===== config.mk =====
export PLATFORM = sky130hd
export DESIGN_NAME = rc_frame_parser_top
export DESIGN_NICKNAME = d
export VERILOG_FILES = /design/src/rtl/core/rcfp_pkg.sv /design/src/rtl/core/rcfp_in_reg.sv /design/src/rtl/core/rcfp_frame_check.sv /design/src/rtl/core/rcfp_chan_store.sv /design/src/rtl/core/rc_frame_parser_top.sv
export SDC_FILE = /design/constraint.sdc
export NUM_CORES = 1
export LEC_CHECK = 0
export BUFFER_PORTS_ARGS = -buffer_cell sky130_fd_sc_hd__clkbuf_2
export CORE_MARGIN = 1
export CORE_UTILIZATION = 51
export CTS_CLUSTER_SIZE = 30
export DETAILED_ROUTE_END_ITERATION = 10
export GPL_ROUTABILITY_DRIVEN = 0
export HOLD_SLACK_MARGIN = 0.12
export PLACE_DENSITY = 0.75
export SYNTH_ARGS = -nofsm -noshare
export SYNTH_HDL_FRONTEND = slang
export SYNTH_SLANG_ARGS = --single-unit

===== constraint.sdc =====
create_clock -name clk -period 6.2 [get_ports clk]
set_input_delay 0 -clock clk [delete_from_list [all_inputs] [get_ports clk]]
set_output_delay 0 -clock clk [all_outputs]
set_load 0.01 [all_outputs]

===== src/rtl/core/rcfp_pkg.sv =====
// Package for the radio control frame parser.
// Holds the status codes, frame constants and the step record shared by the
// check and channel modules. No dependencies.
package rcfp_pkg;

    typedef enum logic [2:0] {
        ST_OK         = 3'd0,
        ST_BAD_HEADER = 3'd1,
        ST_BAD_FUNC   = 3'd2,
        ST_LEN_SHORT  = 3'd3,
        ST_TOO_LONG   = 3'd4,
        ST_CHECKSUM   = 3'd5
    } status_t;

    localparam logic [7:0] SYNC_FIRST   = 8'hAA;
    localparam logic [7:0] SYNC_SECOND  = 8'hAF;
    localparam logic [7:0] FUNC_RC      = 8'h03;
    localparam logic [7:0] MIN_DATA_LEN = 8'd12;
    localparam logic [5:0] STAGE_FIRST  = 6'd4;
    localparam logic [5:0] STAGE_END    = 6'd20;
    localparam int         STAGE_COUNT  = 16;
    localparam int         CHANNELS     = 8;

    // What the frame checker tells the channel store about the current byte.
    typedef struct packed {
        logic       take;       // a byte is consumed this cycle
        logic       last;       // that byte closes the packet
        logic       ok;         // the packet passed every check
        logic       stage_wr;   // the byte belongs to the channel area
        logic [3:0] stage_idx;  // its slot in the channel area
    } step_t;

endpackage


===== src/rtl/core/rcfp_in_reg.sv =====
// Input register of the frame parser: holds one byte item until the core
// consumes it. No dependencies.
module rcfp_in_reg
(
    input  logic       clk,
    input  logic       rst_n,
    input  logic       in_valid,
    output logic       in_stall,
    input  logic [7:0] data_byte,
    input  logic       packet_end,
    input  logic       advance,
    output logic       held_valid,
    output logic [7:0] held_byte,
    output logic       held_end
);

    logic       valid_reg;
    logic       valid_next;
    logic [7:0] byte_reg;
    logic       end_reg;
    logic       load;

    // The register is free when empty or when its item moves on this cycle.
    assign in_stall = valid_reg && !advance;
    assign load     = in_valid && !in_stall;

    always_comb
    begin
        if (load)
        begin
            valid_next = 1'b1;
        end
        else if (advance)
        begin
            valid_next = 1'b0;
        end
        else
        begin
            valid_next = valid_reg;
        end
    end

    always_ff @(posedge clk or negedge rst_n)
    begin
        if (!rst_n)
        begin
            valid_reg <= 1'b0;
        end
        else
        begin
            valid_reg <= valid_next;
        end
    end

    always_ff @(posedge clk)
    begin
        if (load)
        begin
            byte_reg <= data_byte;
            end_reg  <= packet_end;
        end
    end

    assign held_valid = valid_reg;
    assign held_byte  = byte_reg;
    assign held_end   = end_reg;

endmodule


===== src/rtl/core/rcfp_frame_check.sv =====
// Frame checker: tracks position, running sum, frame length and the first
// error of the current packet, and forms the status at packet end.
// Depends on rcfp_pkg.
module rcfp_frame_check
    import rcfp_pkg::*;
#(
    parameter int PACKET_BYTES = 32
)
(
    input  logic       clk,
    input  logic       rst_n,
    input  logic       take,
    input  logic [7:0] data_byte,
    input  logic       last,
    output status_t    status,
    output step_t      step
);

    localparam logic [5:0] PKT_LIMIT = 6'(PACKET_BYTES);
    localparam logic [8:0] PKT_LIMIT_W = 9'(PACKET_BYTES);

    logic [5:0] pos_reg,   pos_next;
    logic [7:0] sum_reg,   sum_next;
    logic [5:0] flen_reg,  flen_next;
    status_t    err_reg,   err_next;
    logic       match_reg, match_next;

    logic       active;
    logic [6:0] pos_plus;
    logic [8:0] frame_full;
    logic [5:0] pos_off;

    assign active     = pos_reg < PKT_LIMIT;
    assign pos_plus   = {1'b0, pos_reg} + 7'd1;
    assign frame_full = {1'b0, data_byte} + 9'd5;
    assign pos_off    = pos_reg - STAGE_FIRST;

    always_comb
    begin
        pos_next   = pos_reg;
        sum_next   = sum_reg;
        flen_next  = flen_reg;
        err_next   = err_reg;
        match_next = match_reg;
        if (active)
        begin
            if (err_reg == ST_OK)
            begin
                if (pos_reg == 6'd0 && data_byte != SYNC_FIRST)
                begin
                    err_next = ST_BAD_HEADER;
                end
                else if (pos_reg == 6'd1 && data_byte != SYNC_SECOND)
                begin
                    err_next = ST_BAD_HEADER;
                end
                else if (pos_reg == 6'd2 && data_byte != FUNC_RC)
                begin
                    err_next = ST_BAD_FUNC;
                end
                else if (pos_reg == 6'd3)
                begin
                    priority if (data_byte < MIN_DATA_LEN)
                    begin
                        err_next = ST_LEN_SHORT;
                    end
                    else if (frame_full > PKT_LIMIT_W)
                    begin
                        err_next = ST_TOO_LONG;
                    end
                    else
                    begin
                        flen_next = frame_full[5:0];
                    end
                end
            end

            // Header bytes always count; data bytes count only once the
            // length is known, and the byte at the length's end is the sum.
            if (pos_reg < STAGE_FIRST)
            begin
                sum_next = sum_reg + data_byte;
            end
            else if (flen_reg != 6'd0)
            begin
                if (pos_plus < {1'b0, flen_reg})
                begin
                    sum_next = sum_reg + data_byte;
                end
                else if (pos_plus == {1'b0, flen_reg})
                begin
                    match_next = (sum_reg == data_byte);
                end
            end
            pos_next = pos_plus[5:0];
        end
    end

    // Status is judged on the state that includes the closing byte. A
    // missing checksum byte reads as zero.
    always_comb
    begin
        priority if (err_next != ST_OK)
        begin
            status = err_next;
        end
        else if (pos_next < 6'd2)
        begin
            status = ST_BAD_HEADER;
        end
        else if (pos_next < 6'd3)
        begin
            status = ST_BAD_FUNC;
        end
        else if (pos_next < 6'd4 || flen_next == 6'd0)
        begin
            status = ST_LEN_SHORT;
        end
        else if (pos_next < flen_next)
        begin
            status = (sum_next == 8'd0) ? ST_OK : ST_CHECKSUM;
        end
        else
        begin
            status = match_next ? ST_OK : ST_CHECKSUM;
        end
    end

    always_comb
    begin
        step.take      = take;
        step.last      = last;
        step.ok        = (status == ST_OK);
        step.stage_wr  = active && pos_reg >= STAGE_FIRST && pos_reg < STAGE_END;
        step.stage_idx = pos_off[3:0];
    end

    always_ff @(posedge clk or negedge rst_n)
    begin
        if (!rst_n)
        begin
            pos_reg   <= '0;
            sum_reg   <= '0;
            flen_reg  <= '0;
            err_reg   <= ST_OK;
            match_reg <= 1'b0;
        end
        else if (take)
        begin
            if (last)
            begin
                pos_reg   <= '0;
                sum_reg   <= '0;
                flen_reg  <= '0;
                err_reg   <= ST_OK;
                match_reg <= 1'b0;
            end
            else
            begin
                pos_reg   <= pos_next;
                sum_reg   <= sum_next;
                flen_reg  <= flen_next;
                err_reg   <= err_next;
                match_reg <= match_next;
            end
        end
    end

endmodule


===== src/rtl/core/rcfp_chan_store.sv =====
// Channel store: stages packet bytes 4 to 19 and, on a good packet end,
// latches them as eight big-endian channels. Depends on rcfp_pkg.
module rcfp_chan_store
    import rcfp_pkg::*;
(
    input  logic        clk,
    input  logic        rst_n,
    input  step_t       step,
    input  logic [7:0]  data_byte,
    output logic [15:0] chan [CHANNELS]
);

    logic [7:0]  stage_reg  [STAGE_COUNT];
    logic [7:0]  stage_next [STAGE_COUNT];
    logic [15:0] held_reg   [CHANNELS];

    always_comb
    begin
        for (int i = 0; i < STAGE_COUNT; i++)
        begin
            stage_next[i] = (step.stage_wr && step.stage_idx == 4'(i)) ? data_byte
                                                                       : stage_reg[i];
        end
    end

    always_ff @(posedge clk or negedge rst_n)
    begin
        if (!rst_n)
        begin
            for (int i = 0; i < STAGE_COUNT; i++)
            begin
                stage_reg[i] <= '0;
            end
            for (int c = 0; c < CHANNELS; c++)
            begin
                held_reg[c] <= '0;
            end
        end
        else if (step.take)
        begin
            for (int i = 0; i < STAGE_COUNT; i++)
            begin
                stage_reg[i] <= step.last ? 8'd0 : stage_next[i];
            end
            if (step.last && step.ok)
            begin
                for (int c = 0; c < CHANNELS; c++)
                begin
                    held_reg[c] <= {stage_next[2 * c], stage_next[2 * c + 1]};
                end
            end
        end
    end

    assign chan = held_reg;

endmodule


===== src/rtl/core/rc_frame_parser_top.sv =====
// Top level of the radio control frame parser.
// Instantiates rcfp_in_reg, rcfp_frame_check and rcfp_chan_store; uses rcfp_pkg.
//
// Usage:
//   The input channel (in_valid, in_stall, data_byte, packet_end) carries one
//   packet byte per item; packet_end marks the last byte of a packet.
//   The output channel (out_valid, out_stall, status and eight channels)
//   carries one item per packet end: the status code and the held channels,
//   which change only when a packet passes every check.
//   Throughput is one byte per cycle unless a closing byte waits on a stalled
//   receiver. A byte is checked while it sits in the input register, so a
//   result is valid in the cycle after the closing byte is taken.
//   While the receiver stalls, the result holds. Bytes that end no packet
//   keep flowing; a closing byte waits in the input register, and the
//   input stalls only then.
//   Reset clears the packet state, the staged bytes and the held channels
//   to zero and empties both registers.
module rc_frame_parser_top
    import rcfp_pkg::*;
#(
    parameter int PACKET_BYTES = 32
)
(
    input  logic        clk,
    input  logic        rst_n,
    input  logic        in_valid,
    output logic        in_stall,
    input  logic [7:0]  data_byte,
    input  logic        packet_end,
    output logic        out_valid,
    input  logic        out_stall,
    output logic [2:0]  status,
    output logic [15:0] throttle,
    output logic [15:0] yaw_channel,
    output logic [15:0] roll_channel,
    output logic [15:0] pitch_channel,
    output logic [15:0] aux_one,
    output logic [15:0] aux_two,
    output logic [15:0] aux_three,
    output logic [15:0] aux_four
);

    logic        held_valid;
    logic [7:0]  held_byte;
    logic        held_end;
    logic        out_free;
    logic        advance;
    logic        out_valid_reg, out_valid_next;
    status_t     status_reg;
    status_t     status_now;
    step_t       step;
    logic [15:0] chan [CHANNELS];

    assign out_free = !out_valid_reg || !out_stall;
    assign advance  = held_valid && (!held_end || out_free);

    rcfp_in_reg u_in_reg (
        .clk        (clk),
        .rst_n      (rst_n),
        .in_valid   (in_valid),
        .in_stall   (in_stall),
        .data_byte  (data_byte),
        .packet_end (packet_end),
        .advance    (advance),
        .held_valid (held_valid),
        .held_byte  (held_byte),
        .held_end   (held_end)
    );

    rcfp_frame_check #(
        .PACKET_BYTES (PACKET_BYTES)
    ) u_frame_check (
        .clk       (clk),
        .rst_n     (rst_n),
        .take      (advance),
        .data_byte (held_byte),
        .last      (held_end),
        .status    (status_now),
        .step      (step)
    );

    rcfp_chan_store u_chan_store (
        .clk       (clk),
        .rst_n     (rst_n),
        .step      (step),
        .data_byte (held_byte),
        .chan      (chan)
    );

    always_comb
    begin
        if (advance && held_end)
        begin
            out_valid_next = 1'b1;
        end
        else if (!out_stall)
        begin
            out_valid_next = 1'b0;
        end
        else
        begin
            out_valid_next = out_valid_reg;
        end
    end

    always_ff @(posedge clk or negedge rst_n)
    begin
        if (!rst_n)
        begin
            out_valid_reg <= 1'b0;
        end
        else
        begin
            out_valid_reg <= out_valid_next;
        end
    end

    always_ff @(posedge clk)
    begin
        if (advance && held_end)
        begin
            status_reg <= status_now;
        end
    end

    assign out_valid     = out_valid_reg;
    assign status        = status_reg;
    assign throttle      = chan[0];
    assign yaw_channel   = chan[1];
    assign roll_channel  = chan[2];
    assign pitch_channel = chan[3];
    assign aux_one       = chan[4];
    assign aux_two       = chan[5];
    assign aux_three     = chan[6];
    assign aux_four      = chan[7];

endmodule

==> impl_metrics.env <==
export IMPL_ys_types=61
export IMPL_p_total_w=0.005143
export IMPL_path_cells="nand2_1, nor4_1, o2111ai_1, nand3b_4, o31ai_1, ha_1, a21o_1, a211oi_1, o21ai_0, o22ai_1, mux2i_1, a211oi_1, o21bai_1, a221oi_4, buf_12, mux2_1"
export IMPL_cts_root_buf="clkbuf_16"
export IMPL_critPathTopFamily="compound AO/OA/AOI/OAI gates"
export IMPL_cts_max_level=1
export IMPL_numClockSinks=294
export IMPL_synth_edff_count=12
export IMPL_die_w_um=168.4
export IMPL_slowest_delay_ns=1.09
export IMPL_worst_path_max_delay_cell="edfxtp_1"
export IMPL_drive_gt1_share_pct=22.28
export IMPL_cp_required_ns=6.63
export IMPL_worst_pin_slew_ns=1.125
export IMPL_period_share_pct=87.65
export IMPL_crit_type="reg -> reg"
export IMPL_antenna_found_initial=0
export IMPL_core_sq_um=27030
export IMPL_powerDensity_nw_per_um2=319.0
export IMPL_final_cell_mix="282 x dfrtp_1, 231 x nand2_1, 177 x o21ai_0"
export IMPL_ir_drop_uv=206.1
export IMPL_hold_ws_ns=0.09127
export IMPL_grt_pass1_vias=10187
export IMPL_slew_headroom_pct=25.02
export IMPL_synth_top_cell_by_area="dfrtp_1"
export IMPL_top_level_ports=146
export IMPL_die_y_um=168.4
export IMPL_rsz0062_at_grt="no"
export IMPL_via_count=10507
export IMPL_drc=0
export IMPL_fmax_mhz=184.0
export IMPL_cp_arrival_ns=5.86
export IMPL_critPathLaunchType="register"
export IMPL_cts_reportedPaths_clkPinSlew_ns=0.06
export IMPL_initialDrtViolationCount=960
export IMPL_synthesis_nets=1356
export IMPL_avgSynthCellArea_sq_um=10.72
export IMPL_synthFlopType="dfrtp_1"
export IMPL_diodes=0
export IMPL_drt_pass1_iterations=7
export IMPL_nets=1466
export IMPL_dieArea_sq_um=28350
export IMPL_grtUsageTotal_pct=25.31
export IMPL_numCtsBuffers=31
export IMPL_wl_um=35330
export IMPL_cpMostUsedCell="a211oi_1"
export IMPL_final_hold_viol_count=0
export IMPL_crit_buf_inv=1
export IMPL_cp_max_fo=67
export IMPL_synthArstFlopShare_pct=95.92
export IMPL_setup_viol=0
export IMPL_overflow=0
export IMPL_ys_ff_latch=294
export IMPL_cts_tree="built"
export IMPL_synth_warnings=0
export IMPL_yosys_area_top_type_share_pct=49.98
export IMPL_synthCells=1317
export IMPL_final_common_cell="dfrtp_1"
export IMPL_synth_area_sq_um=14120
export IMPL_rows=60
export IMPL_clk_path_buf_depth=3
export IMPL_grt_max_degree=169
export IMPL_synth_area_leaders="dfrtp_1 50%, mux2_1 8.9%, mux2_2 7.8%, o21ai_0 6.3%, nand2_1 6.1%"
export IMPL_dp_hpwl_um=21970
export IMPL_period_needed_ns=5.434
export IMPL_insertion_delay_ns=0.56
export IMPL_clock_skew_ns=0.01929
export IMPL_p_leak_nw=8.061
export IMPL_status="completed"
export IMPL_cap_violations=0
export IMPL_initial_core_util_pct=52.24
export IMPL_min_delay_path_class="in -> async"
export IMPL_wl_per_cell_um=19.72
export IMPL_endpoint_kind="register"
export IMPL_finalSetupTns_ns=0
export IMPL_ys_seq_area_share_pct=52.53
export IMPL_vias_per_cell=5.867
export IMPL_layout_area_overhead_vs_synth_pct=14.18
export IMPL_postRouteAntennaNets=0
export IMPL_report_final_slew_viol_count=0
export IMPL_cts_resized=0
export IMPL_io_buffers=145
export IMPL_grt_pass1_wl_um=56580
## final timing paths
kind / start / endpoint / slack (ns) / cells after the start
hold / removal: rst_n / u_chan_store.chan[13] / 0.09 / 2
setup / recovery: u_in_reg.held_byte[7] / u_chan_store.chan[115] / 0.77 / 16
max in group asynchronous: rst_n / u_chan_store.stage_reg[77] / 4.67 / 3
min in group clk: data_byte[1] / u_in_reg.held_byte[1] / 0.17 / 2
setup reg to reg: u_in_reg.held_byte[7] / u_chan_store.chan[115] / 0.77 / 16
hold reg to reg: u_chan_store.stage_reg[5] / u_chan_store.stage_reg[5] / 0.47 / 2
## per-stage QoR
step | worst slack [ns] | instances | utilization [%] | cell area (sq um)
5_1_grt | 0.4768 | 1791 | 59.65 | 16120
4_1_cts | 0.8585 | 1791 | 59.65 | 16120
3_5_place_dp | 0.8924 | 1722 | 55.32 | 14950
6_report | 0.7658 | 1791 | 59.65 | 16120
3_3_place_gp | 1.121 | 1722 | 55.32 | 14950
2_1_floorplan | 1.735 | 1317 | - | 14120
## routing by layer
layer / track usage, % / up-vias / share of wire (%)
met3: 4.278 / 72 / 7.7
met1: 37.39 / 5247 / 45
met4: 7.826 / 0 / 2.6
met2: 38.16 / 397 / 45
li1: - / 4791 / -
met5: 0 / - / 0
## cell type report
| class | count | area, sq um |
|---|---|---|
| fillers | 2210 | 10910 |
| flip-flops and latches | 294 | 7417 |
| multi-input cells | 893 | 6106 |
| repair buffers | 170 | 993.5 |
| clock buffers | 47 | 935.9 |
| well taps | 341 | 426.7 |
| inverters | 37 | 138.9 |
| clock inverters | 9 | 102.6 |
## power by group
group / switching [W] / total (W) / internal [W]
logic: 0.000578 / 0.000991 / 0.000414
registers: 0.000166 / 0.00228 / 0.00211
clock network: 0.000753 / 0.00187 / 0.00112
total: 0.00150 / 0.00514 / 0.00365
## synthesized netlist by cell type, drive strengths merged, types with 4 or more instances
master and n:
a211oi 6, a21oi 36, a22o 9, a22oi 9
and3 7, buf 23, clkbuf 70, dfrtp 282
edfxtp 12, ha 25, inv 36, mux2 219
nand2 231, nand2b 7, nand3 8, nand4 6
nand4b 6, nor2 43, nor3 13, nor4 7
o2111ai 4, o21ai 193, o22ai 8, xnor2 6
xor2 9
## timing repair
action,in CTS,in global routing
hold buffers,13,0
hold endpoints to repair,134,0
buffers inserted,0,0
## logic make-up (layout without fill, tap and decap cells)
logic type | count (synthesis) | in the layout | share of synthesized area, %
AND/OR/NAND/NOR | 345 | 345 | 10.64
multiplexers | 222 | 222 | 17.95
buffers and inverters | 130 | 263 | 4.298
flip-flops | 294 | 294 | 52.53
AO/OA/AOI/OAI | 285 | 285 | 11.29
XOR/XNOR | 15 | 15 | 0.9305
adder cells (fa/ha/maj) | 26 | 26 | 2.357
(Power assumes the default switching activity.)
